<file path="config.mk">
export PLATFORM = sky130hd
export DESIGN_NAME = midpoint_ellipse_rasterizer
export DESIGN_NICKNAME = d
export VERILOG_FILES = /design/src/hw/rtl/mer_pkg.sv /design/src/hw/rtl/midpoint_ellipse_rasterizer.sv /design/src/hw/rtl/mer_ctrl.sv /design/src/hw/rtl/mer_dpath.sv
export VERILOG_INCLUDE_DIRS = /design/src /design/src/hw/rtl
export SDC_FILE = /design/constraint.sdc
export NUM_CORES = 1
export LEC_CHECK = 0
export BUFFER_PORTS_ARGS = -buffer_cell sky130_fd_sc_hd__buf_2
export CAP_MARGIN = 20
export CORE_MARGIN = 3
export CORE_UTILIZATION = 50
export DETAILED_ROUTE_END_ITERATION = 12
export MAX_ROUTING_LAYER = met4
export PLACE_DENSITY = 0.78
export SLEW_MARGIN = 5
export SYNTH_ARGS = -nofsm -noshare
export SYNTH_HDL_FRONTEND = slang
export SYNTH_SLANG_ARGS = --single-unit
</file>
<file path="constraint.sdc">
create_clock -name clk -period 16.5 [get_ports clk]
set_input_delay 3.3 -clock clk [delete_from_list [all_inputs] [get_ports clk]]
set_output_delay 3.3 -clock clk [all_outputs]
set_load 0.005 [all_outputs]
</file>
<file path="src/hw/rtl/midpoint_ellipse_rasterizer_assert.svh">
// Assertion macros used by the rasterizer controller.
`ifndef MIDPOINT_ELLIPSE_RASTERIZER_ASSERT_SVH
`define MIDPOINT_ELLIPSE_RASTERIZER_ASSERT_SVH

`ifndef SYNTHESIS
// Checked on every rising edge, disabled while reset is high.
`define MER_ASSERT(lbl, clk, rst, prop, msg) \
  lbl: assert property (@(posedge clk) disable iff (rst) prop) else $error(msg);
// Checked on every rising edge, including during reset.
`define MER_ASSERT_ALWAYS(lbl, clk, prop, msg) \
  lbl: assert property (@(posedge clk) prop) else $error(msg);
`else
`define MER_ASSERT(lbl, clk, rst, prop, msg)
`define MER_ASSERT_ALWAYS(lbl, clk, prop, msg)
`endif

`endif

</file>
<file path="src/hw/rtl/mer_pkg.sv">
package mer_pkg;

  // Field and datapath widths.
  localparam int CoordW = 7;
  localparam int RadW   = 5;
  localparam int SymW   = 8;
  localparam int PixW   = 8;
  localparam int StepXW = 6;
  localparam int StepYW = 7;
  localparam int SqW    = 10;
  localparam int GradW  = 18;
  localparam int DecW   = 27;
  localparam int MulAW  = 10;
  localparam int MulBW  = 14;
  localparam int ProdW  = MulAW + MulBW;
  localparam int CountW = 6;

  // Commands from the controller to the datapath.
  typedef enum logic [3:0] {
    CMD_NOP,
    CMD_LOAD,
    CMD_MRX2,
    CMD_MRY2,
    CMD_MRXRY,
    CMD_INIT1,
    CMD_STEP1,
    CMD_MSQX,
    CMD_MA,
    CMD_MSQY,
    CMD_MB,
    CMD_MRR,
    CMD_INIT2,
    CMD_STEP2
  } cmd_t;

  // Status from the datapath to the controller.
  typedef struct packed {
    logic r1_go;
    logic r2_go;
    logic last1;
    logic last2;
  } status_t;

endpackage

</file>
<file path="src/hw/rtl/midpoint_ellipse_rasterizer.sv">
// Midpoint ellipse rasterizer. Each accepted item (centre, two radii up to
// MAX_RADIUS, symbol) produces one result per step of the two-region midpoint
// ellipse walk: the four symmetric points of the current offset and the symbol,
// with last_step set on the final result of the ellipse. Radii above
// MAX_RADIUS are clamped, and coordinates wrap to 8 bits. One item is worked at
// a time: the shared 10x14 multiplier forms the region one decision values
// in the MRX2, MRY2, MRXRY and INIT1 states and the region two values in the
// MSQX, MA, MSQY, MB, MRR and INIT2 states between the regions, and the step
// loop gives one result per cycle while the output is not stalled. A 30 by 30
// ellipse gives 43 results.
// A new item is taken in the cycle after the last result is produced, while
// that result may still wait in the output register.
module midpoint_ellipse_rasterizer #(
  parameter int MAX_RADIUS = 30
) (
  input  logic                                 clk,
  input  logic                                 rst,
  input  logic                                 in_valid,
  output logic                                 in_stall,
  input  logic signed [mer_pkg::CoordW-1:0]    center_x,
  input  logic signed [mer_pkg::CoordW-1:0]    center_y,
  input  logic        [mer_pkg::RadW-1:0]      radius_x,
  input  logic        [mer_pkg::RadW-1:0]      radius_y,
  input  logic        [mer_pkg::SymW-1:0]      symbol,
  output logic                                 out_valid,
  input  logic                                 out_stall,
  output logic signed [mer_pkg::PixW-1:0]      px_right,
  output logic signed [mer_pkg::PixW-1:0]      px_left,
  output logic signed [mer_pkg::PixW-1:0]      py_up,
  output logic signed [mer_pkg::PixW-1:0]      py_down,
  output logic signed [mer_pkg::PixW-1:0]      q1_x,
  output logic signed [mer_pkg::PixW-1:0]      q1_y,
  output logic signed [mer_pkg::PixW-1:0]      q3_x,
  output logic signed [mer_pkg::PixW-1:0]      q3_y,
  output logic        [mer_pkg::SymW-1:0]      glyph,
  output logic                                 last_step
);
  import mer_pkg::*;

  cmd_t    cmd;
  status_t status;

  // Sequencer.
  mer_ctrl u_ctrl (
    .clk       (clk),
    .rst       (rst),
    .in_valid  (in_valid),
    .in_stall  (in_stall),
    .out_valid (out_valid),
    .out_stall (out_stall),
    .cmd       (cmd),
    .status    (status)
  );

  // Arithmetic and output register.
  mer_dpath #(
    .MAX_RADIUS (MAX_RADIUS)
  ) u_dpath (
    .clk       (clk),
    .cmd       (cmd),
    .center_x  (center_x),
    .center_y  (center_y),
    .radius_x  (radius_x),
    .radius_y  (radius_y),
    .symbol    (symbol),
    .px_right  (px_right),
    .px_left   (px_left),
    .py_up     (py_up),
    .py_down   (py_down),
    .glyph     (glyph),
    .last_step (last_step),
    .status    (status)
  );

  // Quadrant points repeat the symmetric coordinates.
  assign q1_x = px_right;
  assign q1_y = py_up;
  assign q3_x = px_left;
  assign q3_y = py_down;

endmodule

</file>
<file path="src/hw/rtl/mer_ctrl.sv">
`include "midpoint_ellipse_rasterizer_assert.svh"

module mer_ctrl (
  input  logic              clk,
  input  logic              rst,
  input  logic              in_valid,
  output logic              in_stall,
  output logic              out_valid,
  input  logic              out_stall,
  output mer_pkg::cmd_t     cmd,
  input  mer_pkg::status_t  status
);
  import mer_pkg::*;

  typedef enum logic [12:0] {
    S_IDLE  = 13'b0000000000001,
    S_MRX2  = 13'b0000000000010,
    S_MRY2  = 13'b0000000000100,
    S_MRXRY = 13'b0000000001000,
    S_INIT1 = 13'b0000000010000,
    S_STEP1 = 13'b0000000100000,
    S_MSQX  = 13'b0000001000000,
    S_MA    = 13'b0000010000000,
    S_MSQY  = 13'b0000100000000,
    S_MB    = 13'b0001000000000,
    S_MRR   = 13'b0010000000000,
    S_INIT2 = 13'b0100000000000,
    S_STEP2 = 13'b1000000000000
  } state_t;

  state_t state, state_next;
  logic   out_free;

  // The output register can take a new item when empty or being drained.
  assign out_free = !out_valid || !out_stall;
  assign in_stall = rst || (state != S_IDLE);

  // Sequencer: setup products, region one steps, region two setup and steps.
  always_comb begin
    state_next = state;
    cmd        = CMD_NOP;
    case (state)
      S_IDLE: begin
        if (in_valid) begin
          cmd        = CMD_LOAD;
          state_next = S_MRX2;
        end
      end
      S_MRX2: begin
        cmd        = CMD_MRX2;
        state_next = S_MRY2;
      end
      S_MRY2: begin
        cmd        = CMD_MRY2;
        state_next = S_MRXRY;
      end
      S_MRXRY: begin
        cmd        = CMD_MRXRY;
        state_next = S_INIT1;
      end
      S_INIT1: begin
        cmd        = CMD_INIT1;
        state_next = S_STEP1;
      end
      S_STEP1: begin
        if (!status.r1_go) begin
          state_next = S_MSQX;
        end else if (out_free) begin
          cmd = CMD_STEP1;
          if (status.last1) begin
            state_next = S_IDLE;
          end
        end
      end
      S_MSQX: begin
        cmd        = CMD_MSQX;
        state_next = S_MA;
      end
      S_MA: begin
        cmd        = CMD_MA;
        state_next = S_MSQY;
      end
      S_MSQY: begin
        cmd        = CMD_MSQY;
        state_next = S_MB;
      end
      S_MB: begin
        cmd        = CMD_MB;
        state_next = S_MRR;
      end
      S_MRR: begin
        cmd        = CMD_MRR;
        state_next = S_INIT2;
      end
      S_INIT2: begin
        cmd        = CMD_INIT2;
        state_next = S_STEP2;
      end
      S_STEP2: begin
        if (!status.r2_go) begin
          state_next = S_IDLE;
        end else if (out_free) begin
          cmd = CMD_STEP2;
          if (status.last2) begin
            state_next = S_IDLE;
          end
        end
      end
      default: begin
        state_next = S_IDLE;
      end
    endcase
  end

  // State register.
  always_ff @(posedge clk) begin
    if (rst) begin
      state <= S_IDLE;
    end else begin
      state <= state_next;
    end
  end

  // Output valid flag: set by a loop step, cleared when the item is taken.
  always_ff @(posedge clk) begin
    if (rst) begin
      out_valid <= 1'b0;
    end else if (cmd == CMD_STEP1 || cmd == CMD_STEP2) begin
      out_valid <= 1'b1;
    end else if (!out_stall) begin
      out_valid <= 1'b0;
    end
  end

  `MER_ASSERT(a_step_has_room, clk, rst, (cmd == CMD_STEP1 || cmd == CMD_STEP2) |-> (!out_valid || !out_stall), "loop step issued while the output register is held")
  `MER_ASSERT(a_region_one_cond, clk, rst, (cmd == CMD_STEP1) |-> status.r1_go, "region one step issued with dx not below dy")
  `MER_ASSERT(a_load_starts_setup, clk, rst, (cmd == CMD_LOAD) |=> (state == S_MRX2 && in_stall), "accepted item did not start the setup sequence")
  `MER_ASSERT_ALWAYS(a_reset_idle, clk, $past(rst) |-> (state == S_IDLE && !out_valid), "block not idle after reset")

endmodule

</file>
<file path="src/hw/rtl/mer_dpath.sv">
module mer_dpath #(
  parameter int MAX_RADIUS = 30
) (
  input  logic                                 clk,
  input  mer_pkg::cmd_t                        cmd,
  input  logic signed [mer_pkg::CoordW-1:0]    center_x,
  input  logic signed [mer_pkg::CoordW-1:0]    center_y,
  input  logic        [mer_pkg::RadW-1:0]      radius_x,
  input  logic        [mer_pkg::RadW-1:0]      radius_y,
  input  logic        [mer_pkg::SymW-1:0]      symbol,
  output logic signed [mer_pkg::PixW-1:0]      px_right,
  output logic signed [mer_pkg::PixW-1:0]      px_left,
  output logic signed [mer_pkg::PixW-1:0]      py_up,
  output logic signed [mer_pkg::PixW-1:0]      py_down,
  output logic        [mer_pkg::SymW-1:0]      glyph,
  output logic                                 last_step,
  output mer_pkg::status_t                     status
);
  import mer_pkg::*;

  localparam logic [RadW-1:0] RadMax = RadW'(MAX_RADIUS);

  // Request and working registers.
  logic        [CoordW-1:0] cx, cy;
  logic        [RadW-1:0]   rx, ry;
  logic        [SymW-1:0]   sym;
  logic        [SqW-1:0]    rx2, ry2;
  logic        [StepXW-1:0] x;
  logic signed [StepYW-1:0] y;
  logic signed [GradW-1:0]  dx, dy;
  logic signed [DecW-1:0]   d, acc;
  logic        [ProdW-1:0]  prod;
  logic        [CountW-1:0] cnt;

  // Combinational helpers.
  logic        [RadW-1:0]   rx_clamp, ry_clamp;
  logic        [MulAW-1:0]  mul_a;
  logic        [MulBW-1:0]  mul_b;
  logic        [ProdW-1:0]  mul_p;
  logic        [StepYW:0]   odd_x;
  logic signed [StepYW:0]   ym1;
  logic        [StepYW:0]   ym1_abs;
  logic signed [GradW-1:0]  ry2_x2, rx2_x2, dx_inc, dy_dec;
  logic signed [DecW-1:0]   dx_inc_e, dy_dec_e, ry2_e, rx2_e, prod_e;
  logic signed [StepYW-1:0] y_dec;
  logic        [StepXW-1:0] x_inc;

  // Next values for a region one step and a region two step.
  logic signed [StepYW-1:0] y_n1;
  logic signed [GradW-1:0]  dy_n1;
  logic signed [DecW-1:0]   d_n1, d_n2;
  logic        [StepXW-1:0] x_n2;
  logic signed [GradW-1:0]  dx_n2;

  // Result fields of the current offset.
  logic        [PixW-1:0]   cx_e, cy_e, x_e, y_e;

  assign rx_clamp = (radius_x > RadMax) ? RadMax : radius_x;
  assign ry_clamp = (radius_y > RadMax) ? RadMax : radius_y;

  // Operand selection for the shared multiplier.
  assign odd_x   = {1'b0, x, 1'b1};
  assign ym1     = {y[StepYW-1], y} - (StepYW+1)'(1);
  assign ym1_abs = ym1[StepYW] ? (StepYW+1)'(-ym1) : ym1;

  always_comb begin
    mul_a = '0;
    mul_b = '0;
    case (cmd)
      CMD_MRX2: begin
        mul_a = MulAW'(rx);
        mul_b = MulBW'(rx);
      end
      CMD_MRY2: begin
        mul_a = MulAW'(ry);
        mul_b = MulBW'(ry);
      end
      CMD_MRXRY: begin
        mul_a = rx2;
        mul_b = MulBW'(ry);
      end
      CMD_MSQX: begin
        mul_a = MulAW'(odd_x);
        mul_b = MulBW'(odd_x);
      end
      CMD_MA: begin
        mul_a = ry2;
        mul_b = prod[MulBW-1:0];
      end
      CMD_MSQY: begin
        mul_a = MulAW'(ym1_abs);
        mul_b = MulBW'(ym1_abs);
      end
      CMD_MB: begin
        mul_a = rx2;
        mul_b = prod[MulBW-1:0];
      end
      CMD_MRR: begin
        mul_a = rx2;
        mul_b = MulBW'(ry2);
      end
      default: begin
        mul_a = '0;
        mul_b = '0;
      end
    endcase
  end

  assign mul_p = mul_a * mul_b;

  // Sign and zero extensions into the gradient and decision widths.
  assign ry2_x2   = $signed({{(GradW-SqW-1){1'b0}}, ry2, 1'b0});
  assign rx2_x2   = $signed({{(GradW-SqW-1){1'b0}}, rx2, 1'b0});
  assign dx_inc   = dx + ry2_x2;
  assign dy_dec   = dy - rx2_x2;
  assign dx_inc_e = {{(DecW-GradW){dx_inc[GradW-1]}}, dx_inc};
  assign dy_dec_e = {{(DecW-GradW){dy_dec[GradW-1]}}, dy_dec};
  assign ry2_e    = $signed({{(DecW-SqW){1'b0}}, ry2});
  assign rx2_e    = $signed({{(DecW-SqW){1'b0}}, rx2});
  assign prod_e   = $signed({{(DecW-ProdW){1'b0}}, prod});
  assign y_dec    = y - StepYW'(1);
  assign x_inc    = x + StepXW'(1);

  // Region one step: x always advances, y drops when the decision is not negative.
  always_comb begin
    if (d[DecW-1]) begin
      y_n1  = y;
      dy_n1 = dy;
      d_n1  = d + ((dx_inc_e + ry2_e) <<< 2);
    end else begin
      y_n1  = y_dec;
      dy_n1 = dy_dec;
      d_n1  = d + ((dx_inc_e - dy_dec_e + ry2_e) <<< 2);
    end
  end

  // Region two step: y always drops, x advances when the decision is not positive.
  always_comb begin
    if (!d[DecW-1] && (d != '0)) begin
      x_n2  = x;
      dx_n2 = dx;
      d_n2  = d + ((rx2_e - dy_dec_e) <<< 2);
    end else begin
      x_n2  = x_inc;
      dx_n2 = dx_inc;
      d_n2  = d + ((dx_inc_e - dy_dec_e + rx2_e) <<< 2);
    end
  end

  // Loop conditions and the last-result flags seen ahead of each step.
  assign status.r1_go = (dx < dy);
  assign status.r2_go = !y[StepYW-1];
  assign status.last1 = (cnt == '1) || (!(dx_inc < dy_n1) && y_n1[StepYW-1]);
  assign status.last2 = (cnt == '1) || y_dec[StepYW-1];

  // Four symmetric points of the current offset, wrapped to the pixel width.
  assign cx_e = {{(PixW-CoordW){cx[CoordW-1]}}, cx};
  assign cy_e = {{(PixW-CoordW){cy[CoordW-1]}}, cy};
  assign x_e  = {{(PixW-StepXW){1'b0}}, x};
  assign y_e  = {{(PixW-StepYW){y[StepYW-1]}}, y};

  // Working registers, updated per command.
  always_ff @(posedge clk) begin
    case (cmd)
      CMD_LOAD: begin
        cx  <= center_x;
        cy  <= center_y;
        rx  <= rx_clamp;
        ry  <= ry_clamp;
        sym <= symbol;
        x   <= '0;
        y   <= $signed({{(StepYW-RadW){1'b0}}, ry_clamp});
        cnt <= '0;
      end
      CMD_MRX2: begin
        prod <= mul_p;
      end
      CMD_MRY2: begin
        rx2  <= prod[SqW-1:0];
        prod <= mul_p;
      end
      CMD_MRXRY: begin
        ry2  <= prod[SqW-1:0];
        prod <= mul_p;
      end
      CMD_INIT1: begin
        d  <= (ry2_e <<< 2) - (prod_e <<< 2) + rx2_e;
        dx <= '0;
        dy <= $signed({prod[GradW-2:0], 1'b0});
      end
      CMD_STEP1: begin
        x   <= x_inc;
        y   <= y_n1;
        dx  <= dx_inc;
        dy  <= dy_n1;
        d   <= d_n1;
        cnt <= cnt + CountW'(1);
      end
      CMD_MSQX, CMD_MA, CMD_MB: begin
        prod <= mul_p;
      end
      CMD_MSQY: begin
        acc  <= prod_e;
        prod <= mul_p;
      end
      CMD_MRR: begin
        acc  <= acc + (prod_e <<< 2);
        prod <= mul_p;
      end
      CMD_INIT2: begin
        d <= acc - (prod_e <<< 2);
      end
      CMD_STEP2: begin
        x   <= x_n2;
        y   <= y_dec;
        dx  <= dx_n2;
        dy  <= dy_dec;
        d   <= d_n2;
        cnt <= cnt + CountW'(1);
      end
      default: begin
        prod <= prod;
      end
    endcase
  end

  // Output register, loaded by each loop step.
  always_ff @(posedge clk) begin
    if (cmd == CMD_STEP1 || cmd == CMD_STEP2) begin
      px_right  <= $signed(cx_e + x_e);
      px_left   <= $signed(cx_e - x_e);
      py_up     <= $signed(cy_e + y_e);
      py_down   <= $signed(cy_e - y_e);
      glyph     <= sym;
      last_step <= (cmd == CMD_STEP1) ? status.last1 : status.last2;
    end
  end

endmodule
</file>
# == After elaboration in Yosys (flattened, before gate mapping) ==
# Cells that the tools add are included.
# totals
inputBits,36
elab_cells,149
reg_bits,240
mem_count,0
mem_bits_ro,0
mem_bits_rw,0
latch_bits,0
output_inout_bits,75
# classes
multipliers,1
muxes,34
n_div,0
n_shift,0
eq_ne,36
magnitude_cmp,4
bitwise,0
n_addsub,24
n_reduce_logical,26
# ops
op,n
13-bit one-hot mux with 13 select lines,1
27-bit adder,5
18-bit one-hot mux with 3 select lines,2
27-bit one-hot mux with 4 select lines,1
13-bit two-way mux,7
14-bit one-hot mux with 6 select lines,1
10-bit one-hot mux with 6 select lines,1
27-bit two-way mux,2
27-bit one-hot mux with 2 select lines,1
4-bit one-hot mux with 13 select lines,1
25-bit by 11-bit adder with 25-bit output,2
18-bit < comparator,2
18-bit two-way mux,2
27-bit by 11-bit adder with 27-bit output,1
27-bit nonzero test,1
12-bit by 26-bit subtractor with 27-bit output,1
27-bit subtractor,1
"4-bit equality test, second input constant",6
10-bit by 14-bit multiplier with 24-bit output,1
7-bit one-hot mux with 3 select lines,1
18-bit by 11-bit adder with 19-bit output,1
11-bit by 18-bit subtractor with 19-bit output,1
18-bit by 18-bit subtractor with 19-bit output,1
18-bit by 12-bit adder with 18-bit output,1
51 further kinds,81

# == Longest topological paths before layout ==
# depth
ltp_word,10
mapped_depth,33
mapped_depth_nobuf,33

# == Modules after synthesis ==
# Synthesis repeated with hierarchy kept, for this count alone.
# unflattened
cells_unflattened,2862
area_unflattened_um2,25393.1
# by_module_without_submodules
mod,seq_area_each_um2,cells_each,area_each_um2,n_inst
mer_dpath,6666.4,2716,24181.9,1
mer_ctrl,280.3,114,970.9,1
midpoint_ellipse_rasterizer,0.0,32,240.2,1

# == Worst setup path after synthesis ==
# OpenSTA, ideal clock, no wires.
# synth_timing
path_type,reg-to-reg
startpoint,reg u_ctrl.state[9]
endpoint,reg u_dpath.prod[22] (data pin)
arrival_time_ps,7638
required_time_ps,16365
setup_time_ps,135
stages_incl_launch_ff,29
n_path_buf,1
path_slack_ps,8728
synth_period_minus_slack_ps,7772
path_cell_list,dfxtp_1 -> nor2_1 -> nand2_1 -> nor2_1 -> nand4_1 -> nor3b_1 -> inv_1 -> nand2_1 -> a222oi_1 -> and2_1 -> clkbuf_1 -> nand2b_1 -> fa_1 -> fa_1 -> inv_1 -> fa_1 -> fa_1 -> inv_1 -> fa_1 -> inv_1 -> ha_1 -> or3_1 -> o211a_1 -> nor2_1 -> a21oi_1 -> a211oi_1 -> o21ai_0 -> or4_1 -> nand3_1
# synth_between
elab_chain_len,6
elab_cells_between_ends,28
cone_classes,1 x mul; 21 x eq/ne; 3 x mux; 3 x reduce/logical
# synth_lines
element,line_no,source
from (decl),mer_ctrl.sv:31,"state_t state, state_next;"
from (signal assigned),mer_ctrl.sv:120,state <= state_next;
"13-bit equality test, or another cell as far along",mer_ctrl.sv:42,case (state)
4-bit one-hot mux with 13 select lines (*),mer_ctrl.sv:42,
"4-bit by 3-bit equality test with 1-bit output, or another cell as far along",mer_dpath.sv:69,case (cmd)
3-bit OR reduction (no line) / 2-bit OR reduction (equally long branches),-,
10-bit one-hot mux with 6 select lines / 14-bit one-hot mux with 6 select lines (equally long branches),mer_dpath.sv:69,
10-bit by 14-bit multiplier with 24-bit output (*),mer_dpath.sv:109,assign mul_p = mul_a * mul_b;
named net u_dpath.mul_p[22],mer_dpath.sv:39,logic [ProdW-1:0] mul_p;
to (signal assigned),mer_dpath.sv:176,prod <= mul_p;
to (signal assigned),mer_dpath.sv:180,prod <= mul_p;
to (signal assigned),mer_dpath.sv:184,prod <= mul_p;
to (decl),mer_dpath.sv:32,logic [ProdW-1:0] prod;
# The timed path passes the listed nets; every way through them passes the cells marked *.
# A chain may end at the register's enable or synchronous reset.

# == Worst setup path after layout ==
# layout_timing
startpoint,reg u_dpath.y[1]
endpoint,reg u_dpath.prod[22] (data pin)
# layout_between
elab_chain_len,5
elab_cells_between_ends,6
cone_classes,2 x add/sub; 1 x mul; 3 x mux
# layout_lines
element,line_no,source
from (decl),mer_dpath.sv:29,logic signed [StepYW-1:0] y;
from (signal assigned),mer_dpath.sv:172,"y <= $signed({{(StepYW-RadW){1'b0}}, ry_clamp});"
from (signal assigned),mer_dpath.sv:193,y <= y_n1;
from (signal assigned),mer_dpath.sv:215,y <= y_dec;
7-bit by 2-bit subtractor with 8-bit output (*),mer_dpath.sv:63,"assign ym1 = {y[StepYW-1], y} - (StepYW+1)'(1);"
8-bit negation,mer_dpath.sv:64,assign ym1_abs = ym1[StepYW] ? (StepYW+1)'(-ym1) : ym1;
8-bit two-way mux (*),mer_dpath.sv:64,
10-bit one-hot mux with 6 select lines / 14-bit one-hot mux with 6 select lines (equally long branches),mer_dpath.sv:69,
10-bit by 14-bit multiplier with 24-bit output (*),mer_dpath.sv:109,
named net u_dpath.mul_p[22],mer_dpath.sv:39,
# Marks and branches as above.

==> flow_summary_export.csv <==
group,metric,value,unit
status,outcome,"finished clean",
worst_setup_path,crit_type,"reg -> reg",
yosys,synth_common_cells,"inv_1 (291), ha_1 (284), nor2_1 (279)",
timing,hold_violations,0,
placement,dp_hpwl,54.5,mm
worst_setup_path,cp_data_arrival_time,8.95,ns
timing,setup_viol,0,
pwr,net-switching-power,360,uW
final_layout,fin_cells,3529,
timing,skew,0.0289,ns
clock_tree,cts_root_buf,"clkbuf_16",
yosys,netlist_area,25000,sq um
yosys,synth_seq_cells,236,
pwr,p_leak,11.7,nW
clock_tree,path_clk_slew,0.06,ns
pwr,p_comb_share,7.9,%
timing,fmax,117,MHz
min_path,hold_class,"reg -> reg",
floorplanning,die_w,230,microns
pwr,power.total,1.45,mW
final_layout,num_antenna_cells,0,
final_layout,finalNetCount,3276,
floorplanning,fp.dieArea,52800,sq um
clock_tree,cts_tree,"built",
routing,avgRoutedWirePerCell,19.4,microns
placement,dp_cells,3472,
final_layout,area_delta_synth_final,7.86,%
yosys,synthDistinctLibCells,97,
placement,gp_congestion,0.934,
pwr,switching_share,24.9,%
timing,rsz0062_at_grt,"false",
clock_tree,cts_max_level,1,
routing,dr_total_vias,21000,
yosys,synth_area_leaders,"edfxtp_1 (27%), ha_1 (14%), fa_1 (9.1%), xnor2_1 (5.3%), inv_1 (4.4%)",
pwr,power_density,53.6,nW/um^2
global_routing,grt_first_pass_wirelength,109,mm
global_routing,gr-usage-met1,35.2,%
global_routing,grt.busiest_layer,"met2",
timing,hold_ws,0.412,ns
final_layout,drive_gt1_share,8.38,%
timing,fin_crit,8.52,ns
floorplanning,rows,81,
floorplanning,die_h,230,microns
final_layout,utilization,54.9,%
pwr,ir_drop,0.0000926,V
routing,drc,0,
yosys,ys.flop_type,"edfxtp_1",
global_routing,grt_pass1_vias,20700,
pwr,p_int,1.09,mW
floorplanning,core,49200,sq um
global_routing,gr-total-overflow,0,
clock_tree,post_cts_buffers,0,
timing,max_slew_margin,33.7,%
worst_setup_path,startpoint_type,"flop",
timing,post-route-period-util,51.6,%
timing,tightestPinTransition,0.993,ns
yosys,ys_seq_area_share,27.8,%
timing,tns,0,ns
timing,slew_violations,0,
yosys,ys.warnings.count,0,
clock_tree,cts-hold-fix-buffers,0,
pwr,power_frac_clock,44.8,%
yosys,yosysMostFrequentCell,"inv_1",
global_routing,grt_start_max_net_pins,57,
yosys,synth_top_area_share,26.6,%
final_layout,multi_input_area,16400,sq um
clock_tree,cts_resized,0,
global_routing,antenna_found_initial,0,
yosys,syn_inst,2793,
worst_setup_path,worstPathRequired,16.93,ns
routing,drt-total-wl,68.6,mm
clock_tree,cts_buffer_depth,3,
clock_tree,numCtsBuffers,29,
worst_setup_path,slowest_stage,"a21boi_0",
global_routing,use_met2,40.3,%
routing,viasPerCell,5.96,
placement,port_buffers,110,
yosys,synth_async_sr_flop_share,0,%
worst_setup_path,path_max_fanout,6,
yosys,synth_edf_count,222,
worst_setup_path,cp-end-kind,"flop",
yosys,syn_avg_cell_area,8.96,sq um
clock_tree,clk_latency,0.59,ns
worst_setup_path,max_stage_delay,0.56,ns
floorplanning,io_pins,111,
routing,firstDrtPassIters,6,
routing,ant_nets,0,
yosys,yosysTopAreaCell,"edfxtp_1",
clock_tree,cts_sinks,236,
floorplanning,start_util,50.9,%
final_layout,seqCellArea,6950,sq um
routing,drt_iter0_markers,1780,
yosys,synth_nets,3227,
pwr,sequentialPowerShare,47.2,%
flow_run,cap_violations,0,
final_layout,fillers,4340,
global_routing,track_usage,25.9,%
global_routing,gr-usage-met3,4.26,%
## routing by layer
metal  part of all wire, %  vias to the layer above
li1                      -                     9853
met2                    45                      901
met4                   3.2                        0
met3                   8.9                      137
met1                    43                    10100
met5                     0                        -
## flip-flops by register name, indices dropped and copies added, names as in the netlist
name	count
u_dpath.cnt	6
u_dpath.cx	7
u_dpath.py_up	7
u_dpath.last_step	1
u_dpath.py_down	8
u_dpath.px_right	7
u_dpath.prod	24
u_dpath.glyph	8
u_dpath.rx	5
u_dpath.dx	17
u_dpath.dy	17
u_dpath.cy	7
u_dpath.ry	5
u_dpath.y	7
u_dpath.acc	27
u_dpath.ry2	10
u_dpath.rx2	10
u_dpath.sym	8
u_ctrl.state	13
u_dpath.px_left	8
u_ctrl.out_valid	1
u_dpath.x	6
u_dpath.d	27
## path summary, 6_finish.rpt
path,depth (start not counted),slack [ns],from,to
hold reg to reg,0,0.41,u_dpath.sym[0],u_dpath.glyph[0]
setup / recovery,29,7.98,u_dpath.y[1],u_dpath.prod[22]
hold / removal,0,0.41,u_dpath.sym[0],u_dpath.glyph[0]
setup reg to reg,29,7.98,u_dpath.y[1],u_dpath.prod[22]
## placed cells by master, fill, tap and decap left out, types with 17 or more instances in the layout
cell	Yosys	routed
nand2b_1	48	48
fa_1	114	114
a31oi_1	22	22
a21oi_1	171	171
nand2_1	211	211
inv_1	291	291
clkbuf_16	0	29
ha_1	284	284
a22oi_1	24	24
buf_4	34	24
buf_2	2	111
and3_1	17	17
o21bai_1	25	25
o21a_1	31	31
o211ai_1	21	21
xor2_1	72	72
a21o_1	50	50
o21ai_0	169	169
edfxtp_1	222	222
nand3_1	55	55
xnor2_1	151	151
nor2_1	279	278
nor2b_1	35	35
nor4_1	19	18
nor3_1	54	54
or3_1	22	22
and2_1	28	28
a211oi_1	24	24
## area by class of cell
class                           instances  share of cell area (%)
Clock inverter                         23                   0.788
Timing Repair Buffer                  137                    2.82
Clock buffer                           31                    2.72
Multi-Input combinational cell       2142                    60.7
Sequential cell                       236                    25.7
Inverter                              296                    4.12
Tap cell                              664                    3.08
## power groups by stage
stage                     registers [mW]  clock network (mW)  logic, mW
final                              0.683               0.649      0.115
after global routing               0.684               0.674      0.127
after CTS                          0.683               0.653      0.113
after detailed placement           0.695                   0      0.112
after global placement             0.694                   0      0.107
after floorplan                    0.690                   0     0.0832
## logic make-up (layout without fill, tap and decap cells)
logic type | count (synthesis) | count (layout) | synth area share (%)
and+or+nand+nor | 830 | 830 | 15.7
AOI/OAI and AO/OA | 671 | 671 | 17.5
buffers and inverters | 415 | 487 | 6.83
adders and majority gates | 398 | 398 | 23.3
DFF | 236 | 236 | 27.8
xor gates and xnor gates | 230 | 230 | 8.33
muxes | 13 | 13 | 0.525
## worst max-delay path: cells and delay by family, from the launching register on
family	cells	cell delay, ns
AOI/OAI and AO/OA	8	2.39
xor gates and xnor gates	2	0.44
and+or+nand+nor	6	1.38
DFF	1	0.44
adders and majority gates	7	2.97
buffers and inverters	6	0.75
## per-stage QoR
stage | setup WS (ns) | cell area, sq um
final | 7.98 | 27000
after global routing | 7.47 | 27000
after CTS | 7.71 | 27000
after detailed placement | 7.74 | 26000
after global placement | 8.10 | 26000
after floorplan | 8.73 | 25000
Note: power is estimated with default switching activity, not from simulation.
